`src/rtl/core/ubsd_pkg.sv`:
```
`timescale 1ns / 1ps

package ubsd_pkg;

  localparam int unsigned CpW   = 21;
  localparam int unsigned PendW = 2;

  localparam logic [CpW-1:0] ReplCp = 21'h00fffd;

  typedef struct packed {
    logic           vld;
    logic [CpW-1:0] code_point;
    logic           malformed;
  } ubsd_res_t;

endpackage

```
`src/rtl/core/ubsd_in_reg.sv`:
```
`timescale 1ns / 1ps

module ubsd_in_reg
  import ubsd_pkg::*;
(
  input  logic       clk,
  input  logic       rst_n,
  input  logic       in_valid,
  output logic       in_stall,
  input  logic [7:0] in_byte,
  input  logic       ready_dn,
  output logic       fire,
  output logic [7:0] byte_q
);

  logic       vld_r;
  logic       vld_nxt;
  logic [7:0] byte_r;
  logic       load;

  assign fire     = vld_r & ready_dn;
  assign in_stall = vld_r & ~ready_dn;
  assign load     = in_valid & ~in_stall;
  assign vld_nxt  = load | (vld_r & ~fire);
  assign byte_q   = byte_r;

  always_ff @(posedge clk) begin
    if (!rst_n) begin
      vld_r <= 1'b0;
    end else begin
      vld_r <= vld_nxt;
    end
  end

  always_ff @(posedge clk) begin
    if (load) begin
      byte_r <= in_byte;
    end
  end

endmodule

```
`src/rtl/core/ubsd_core.sv`:
```
`timescale 1ns / 1ps

module ubsd_core
  import ubsd_pkg::*;
(
  input  logic       clk,
  input  logic       rst_n,
  input  logic       fire,
  input  logic [7:0] byte_q,
  output ubsd_res_t  res
);

  logic [CpW-1:0]   part_r;
  logic [CpW-1:0]   part_nxt;
  logic [PendW-1:0] pend_r;
  logic [PendW-1:0] pend_nxt;
  logic             seq_r;
  logic             seq_nxt;
  logic [PendW-1:0] pend_dec;
  logic [CpW-1:0]   cont_val;

  assign pend_dec = pend_r - 2'd1;

  always_comb begin
    cont_val = part_r;
    case (pend_dec)
      2'd0:    cont_val[5:0]   = part_r[5:0]   | byte_q[5:0];
      2'd1:    cont_val[11:6]  = part_r[11:6]  | byte_q[5:0];
      2'd2:    cont_val[17:12] = part_r[17:12] | byte_q[5:0];
      default: cont_val[20:18] = part_r[20:18] | byte_q[2:0];
    endcase
  end

  always_comb begin
    part_nxt = part_r;
    pend_nxt = pend_r;
    seq_nxt  = seq_r;
    res      = '{vld: 1'b0, code_point: '0, malformed: 1'b0};
    if (!seq_r || pend_r == '0) begin
      if (!byte_q[7]) begin
        res      = '{vld: 1'b1, code_point: {13'd0, byte_q}, malformed: 1'b0};
        part_nxt = '0;
        pend_nxt = '0;
        seq_nxt  = 1'b0;
      end else if (byte_q[7:5] == 3'b110) begin
        part_nxt = {10'd0, byte_q[4:0], 6'd0};
        pend_nxt = 2'd1;
        seq_nxt  = 1'b1;
      end else if (byte_q[7:4] == 4'b1110) begin
        part_nxt = {5'd0, byte_q[3:0], 12'd0};
        pend_nxt = 2'd2;
        seq_nxt  = 1'b1;
      end else if (byte_q[7:3] == 5'b11110) begin
        part_nxt = {byte_q[2:0], 18'd0};
        pend_nxt = 2'd3;
        seq_nxt  = 1'b1;
      end else begin
        res      = '{vld: 1'b1, code_point: ReplCp, malformed: 1'b1};
        part_nxt = '0;
        pend_nxt = '0;
        seq_nxt  = 1'b0;
      end
    end else if (byte_q[7:6] != 2'b10) begin
      res      = '{vld: 1'b1, code_point: ReplCp, malformed: 1'b1};
      part_nxt = '0;
      pend_nxt = '0;
      seq_nxt  = 1'b0;
    end else if (pend_dec == '0) begin
      res      = '{vld: 1'b1, code_point: cont_val, malformed: 1'b0};
      part_nxt = '0;
      pend_nxt = '0;
      seq_nxt  = 1'b0;
    end else begin
      part_nxt = cont_val;
      pend_nxt = pend_dec;
    end
  end

  always_ff @(posedge clk) begin
    if (!rst_n) begin
      part_r <= '0;
      pend_r <= '0;
      seq_r  <= 1'b0;
    end else if (fire) begin
      part_r <= part_nxt;
      pend_r <= pend_nxt;
      seq_r  <= seq_nxt;
    end
  end

`ifndef ASSERT_OFF
  a_seq_pend: assert property (@(posedge clk) disable iff (!rst_n)
    seq_r == (pend_r != '0))
    else $error("sequence flag out of step with pending count");

  a_bad_repl: assert property (@(posedge clk) disable iff (!rst_n)
    res.vld && res.malformed |-> res.code_point == ReplCp)
    else $error("malformed result without replacement value");

  a_emit_idle: assert property (@(posedge clk) disable iff (!rst_n)
    fire && res.vld |=> !seq_r && pend_r == '0 && part_r == '0)
    else $error("state not cleared after emitted code point");

  a_hold: assert property (@(posedge clk) disable iff (!rst_n)
    !fire |=> $stable(pend_r) && $stable(part_r))
    else $error("state changed without a transaction");
`endif

endmodule

```
`src/rtl/core/ubsd_out_reg.sv`:
```
`timescale 1ns / 1ps

module ubsd_out_reg
  import ubsd_pkg::*;
(
  input  logic           clk,
  input  logic           rst_n,
  input  logic           fire,
  input  ubsd_res_t      res,
  output logic           ready_dn,
  output logic           out_valid,
  input  logic           out_stall,
  output logic [CpW-1:0] out_code_point,
  output logic           out_malformed
);

  logic           vld_r;
  logic           vld_nxt;
  logic [CpW-1:0] cp_r;
  logic           bad_r;
  logic           load;

  assign ready_dn = ~vld_r | ~out_stall;
  assign load     = fire & res.vld;
  assign vld_nxt  = load | (vld_r & out_stall);

  always_ff @(posedge clk) begin
    if (!rst_n) begin
      vld_r <= 1'b0;
    end else begin
      vld_r <= vld_nxt;
    end
  end

  always_ff @(posedge clk) begin
    if (load) begin
      cp_r  <= res.code_point;
      bad_r <= res.malformed;
    end
  end

  assign out_valid      = vld_r;
  assign out_code_point = cp_r;
  assign out_malformed  = bad_r;

endmodule

```
`src/rtl/core/utf8_byte_stream_decoder.sv`:
```
`timescale 1ns / 1ps
// channel | handshake            | payload
// in      | in_valid, in_stall   | in_byte[7:0]
// out     | out_valid, out_stall | out_code_point[20:0], out_malformed
//
// one byte per cycle sustained while out_stall is low
// the input register feeds the decode logic, which writes the result register
// synchronous reset clears both valid flags and the decode state
// out_stall holds the result; the input side stalls only when the result is held
// and a byte is already waiting in the input register

module utf8_byte_stream_decoder
  import ubsd_pkg::*;
(
  input  logic           clk,
  input  logic           rst_n,
  input  logic           in_valid,
  output logic           in_stall,
  input  logic [7:0]     in_byte,
  output logic           out_valid,
  input  logic           out_stall,
  output logic [CpW-1:0] out_code_point,
  output logic           out_malformed
);

  logic      ready_dn;
  logic      fire;
  logic [7:0] byte_q;
  ubsd_res_t res;

  ubsd_in_reg u_in (
    .clk      (clk),
    .rst_n    (rst_n),
    .in_valid (in_valid),
    .in_stall (in_stall),
    .in_byte  (in_byte),
    .ready_dn (ready_dn),
    .fire     (fire),
    .byte_q   (byte_q)
  );

  ubsd_core u_core (
    .clk    (clk),
    .rst_n  (rst_n),
    .fire   (fire),
    .byte_q (byte_q),
    .res    (res)
  );

  ubsd_out_reg u_out (
    .clk            (clk),
    .rst_n          (rst_n),
    .fire           (fire),
    .res            (res),
    .ready_dn       (ready_dn),
    .out_valid      (out_valid),
    .out_stall      (out_stall),
    .out_code_point (out_code_point),
    .out_malformed  (out_malformed)
  );

endmodule
```
`config.mk`:
```
export PLATFORM = sky130hd
export DESIGN_NAME = utf8_byte_stream_decoder
export DESIGN_NICKNAME = d
export VERILOG_FILES = /design/src/rtl/core/ubsd_pkg.sv /design/src/rtl/core/ubsd_in_reg.sv /design/src/rtl/core/ubsd_core.sv /design/src/rtl/core/ubsd_out_reg.sv /design/src/rtl/core/utf8_byte_stream_decoder.sv
export SDC_FILE = /design/constraint.sdc
export NUM_CORES = 1
export LEC_CHECK = 0
export BUFFER_PORTS_ARGS = -buffer_cell sky130_fd_sc_hd__buf_2
export CAP_MARGIN = 5
export CORE_MARGIN = 8
export CORE_UTILIZATION = 55
export CTS_BUF_LIST = sky130_fd_sc_hd__clkbuf_4
export DETAILED_ROUTE_END_ITERATION = 12
export GPL_TIMING_DRIVEN = 0
export HOLD_SLACK_MARGIN = 0.03
export PLACE_DENSITY = 0.78
export SLEW_MARGIN = 20
export SYNTH_ARGS = -nofsm -noshare
export SYNTH_HDL_FRONTEND = slang
export SYNTH_SLANG_ARGS = --single-unit
```
`constraint.sdc`:
```
create_clock -name clk -period 4.03 [get_ports clk]
set_input_delay 0.2015 -clock clk [delete_from_list [all_inputs] [get_ports clk]]
set_output_delay 0.2015 -clock clk [all_outputs]
set_load 0.01 [all_outputs]
```
==> impl_metrics.tcl <==
set metrics [dict create \
    whs_endpoint "u_core.pend_r[0]" \
    r2r-start "u_core.pend_r[0]" \
    ir_worst_vdd_uv 229 \
    worstPathArrival_ps 2280 \
    yosysSeqAreaShare_pct 61.9 \
    hpwl_um 3210 \
    avgSynthCellArea_sq_um 11.2 \
    status "completed" \
    nFillCells 326 \
    dieArea_sq_um 6500 \
    rsz0062_at_grt "false" \
    min_period_ps 2170 \
    p_sw_w 0.000237 \
    tns_ps 0 \
    end_kind "flip-flop" \
    synth_area_leaders "edfxtp_1 (39%), dfxtp_1 (23%), a21oi_1 (4.8%)" \
    r2r-end "u_out.out_code_point[9]" \
    grt_overflow 0 \
    rr_worst_depth 7 \
    ys_types 41 \
    hold_viol 0 \
    synth.net_count 223 \
    grt_pass1_vias 1720 \
    fmax_mhz 461 \
    h-tree-depth 2 \
    synth_edf_count 30 \
    netlist_instances 206 \
    hp-class "in -> reg" \
    period_share_pct 53.8 \
    drtAntennaViolNets 0 \
    seqPwrFrac_pct 65.8 \
    worstHoldStart "rst_n" \
    power_frac_clock_pct 24.0 \
    synth-seq-cells 56 \
    ys_top_cells_by_count "edfxtp_1 (30), dfxtp_1 (26), nand2_1 (23)" \
    path_clk_slew_ps 150 \
    holdBufCountCts 9 \
    drtPass1Iterations 4 \
    async_flop_share_pct 0 \
    wl_per_cell_um 14.3 \
    rows 23 \
    start_kind "flip-flop" \
    relSlewSlack_pct 59.1 \
    drive_gt1_share_pct 23.6 \
    worstMarginPinSlew_ps 613 \
    post-synth-top-count-cell "edfxtp_1" \
    area_growth_pct 17.3 \
    p_int_w 0.000730 \
    cts_resized 0 \
    cp_max_fo 11 \
    power_density_nw_per_um2 359 \
    routabilityCongestion 0.852 \
    routed_wl_um 4420 \
    r2r_slack_ps 1860 \
    cts_tree "done" \
    nNetsFinal 276 \
    grt_pass1_wl_um 7620 \
    clock_skew_ps 11.4 \
    grtUsageTotal_pct 14.7 \
    final_core_util_pct 67.4 \
    p_comb_share_pct 10.2 \
    initial_core_util_pct 57.4 \
    fp.dieH_um 80.6 \
    io_pins 36 \
    die_w_um 80.6 \
    coreArea_sq_um 4000 \
    maxCapViolations 0 \
    yosys_warnings 0 \
    cts_sinks 56 \
    p_leak_nw 1.01 \
    post_cts_buffers 0 \
    switching_share_pct 24.5 \
    hold_depth 3 \
    antenna_found_initial 0 \
    drtIter0Drc 124 \
    cp.required_ps 4140 \
    viasPerCell 5.37 \
    worst_skew_pair.late_latency_ps 390 \
    root_buffer "clkbuf_4" \
    finalSetupViolCount 0 \
    route.vias.total 1659 \
    p_total_w 0.000967 \
    clk_path_buf_depth 2 \
    drv_slew 0 \
    syn_area_sq_um 2300 \
    synth_largest_area_cell "edfxtp_1" \
    synth-main-ff-cell "edfxtp_1" \
    grt_max_degree 17 \
    crit_type "reg -> reg" \
    antenna_cells 0 \
    numCtsBuffers 5 \
    io_buffers 35 \
    drc 0 \
    yosysTopAreaCellShare_pct 39.2 \
]
==> cells by family after synthesis <==
logic type               Yosys count  share of synthesized area (%)
AO/OA/AOI/OAI                     66                           17.2
flip-flops                        56                           61.9
buffers and inverters             15                           3.00
AND/OR/NAND/NOR                   64                           15.3
adder cells (fa/ha/maj)            5                           2.72
==> power groups by stage <==
stage / clock [W] / sequential [W] / combinational [W]
6_report: 0.000232 / 0.000636 / 0.0000984
5_1_grt: 0.000253 / 0.000639 / 0.000108
4_1_cts: 0.000232 / 0.000636 / 0.0000991
3_5_place_dp: 0 / 0.000649 / 0.0000924
3_3_place_gp: 0 / 0.000649 / 0.0000882
2_1_floorplan: 0 / 0.000653 / 0.0000517
==> worst max-delay path, stage by stage (launching register included) <==
cell and delay (ps):
dfxtp_1 420, inv_1 110, ha_1 250, and2b_2 280, nor3b_2 80, nor3_2 280, buf_4 250, buf_4 210
==> registers in the layout, indices dropped and copies added, names as in the netlist <==
| name | flops |
|---|---|
| u_core.part_r | 21 |
| u_core.pend_r | 2 |
| u_core.seq_r | 1 |
| u_in.byte_q | 8 |
| u_in.vld_r | 1 |
| u_out.out_code_point | 21 |
| u_out.out_malformed | 1 |
| u_out.out_valid | 1 |
==> metrics by stage <==
step | instance area (sq um) | instances | setup slack, ps | hold slack (ps)
floorplan | 2300 | 206 | 994 | 300
global placement | 2530 | 291 | 456 | 377
detailed placement | 2550 | 293 | 1900 | 380
CTS | 2700 | 309 | 1860 | 117
global route | 2700 | 309 | 1750 | 141
finish | 2700 | 309 | 1860 | 115
==> cell type report <==
cell class | instances | area (sq um) | area share [%]
multi-input cells | 135 | 812 | 30.1
inverters | 7 | 26.3 | 0.975
clock buffers | 5 | 37.5 | 1.39
flip-flops and latches | 56 | 1420 | 52.7
clock inverters | 2 | 12.5 | 0.464
repair buffers | 46 | 280 | 10.4
plain buffers | 8 | 42.5 | 1.58
well taps | 50 | 62.6 | 2.32
==> placed cells by master, fill, tap and decap left out, types with 2 or more instances in the layout <==
master | netlist | layout
nand2b_1 | 3 | 3
a21oi_1 | 22 | 22
buf_2 | 3 | 38
edfxtp_1 | 30 | 30
a31oi_1 | 3 | 3
nand2_1 | 23 | 23
ha_1 | 5 | 5
and2_1 | 6 | 6
clkbuf_1 | 2 | 2
dlygate4sd3_1 | 0 | 9
o21ai_1 | 9 | 9
nor2_1 | 13 | 13
o21ai_0 | 21 | 21
nand3_1 | 3 | 3
buf_4 | 0 | 2
o32ai_1 | 2 | 2
dfxtp_1 | 26 | 26
inv_1 | 7 | 7
nor3_1 | 3 | 2
a32oi_1 | 2 | 2
clkbuf_4 | 0 | 5
==> worst max path at each step <==
stage                           from                       end  slack, ps
finish              u_core.pend_r[0]   u_out.out_code_point[9]       1860
global route        u_core.pend_r[0]   u_out.out_code_point[8]       1750
CTS                 u_core.pend_r[0]   u_out.out_code_point[9]       1860
detailed placement  u_core.pend_r[0]   u_out.out_code_point[9]       1900
global placement    u_core.pend_r[0]  u_out.out_code_point[10]        460
floorplan           u_core.pend_r[0]   u_out.out_code_point[0]        990
==> metal layers <==
layer / track usage, % / share of wire, %
met5: 0 / 0
met2: 24.7 / 46
met4: 6.91 / 1.8
met3: 4.13 / 7.9
met1: 16.7 / 44
Power figures use the tool's default switching activity.
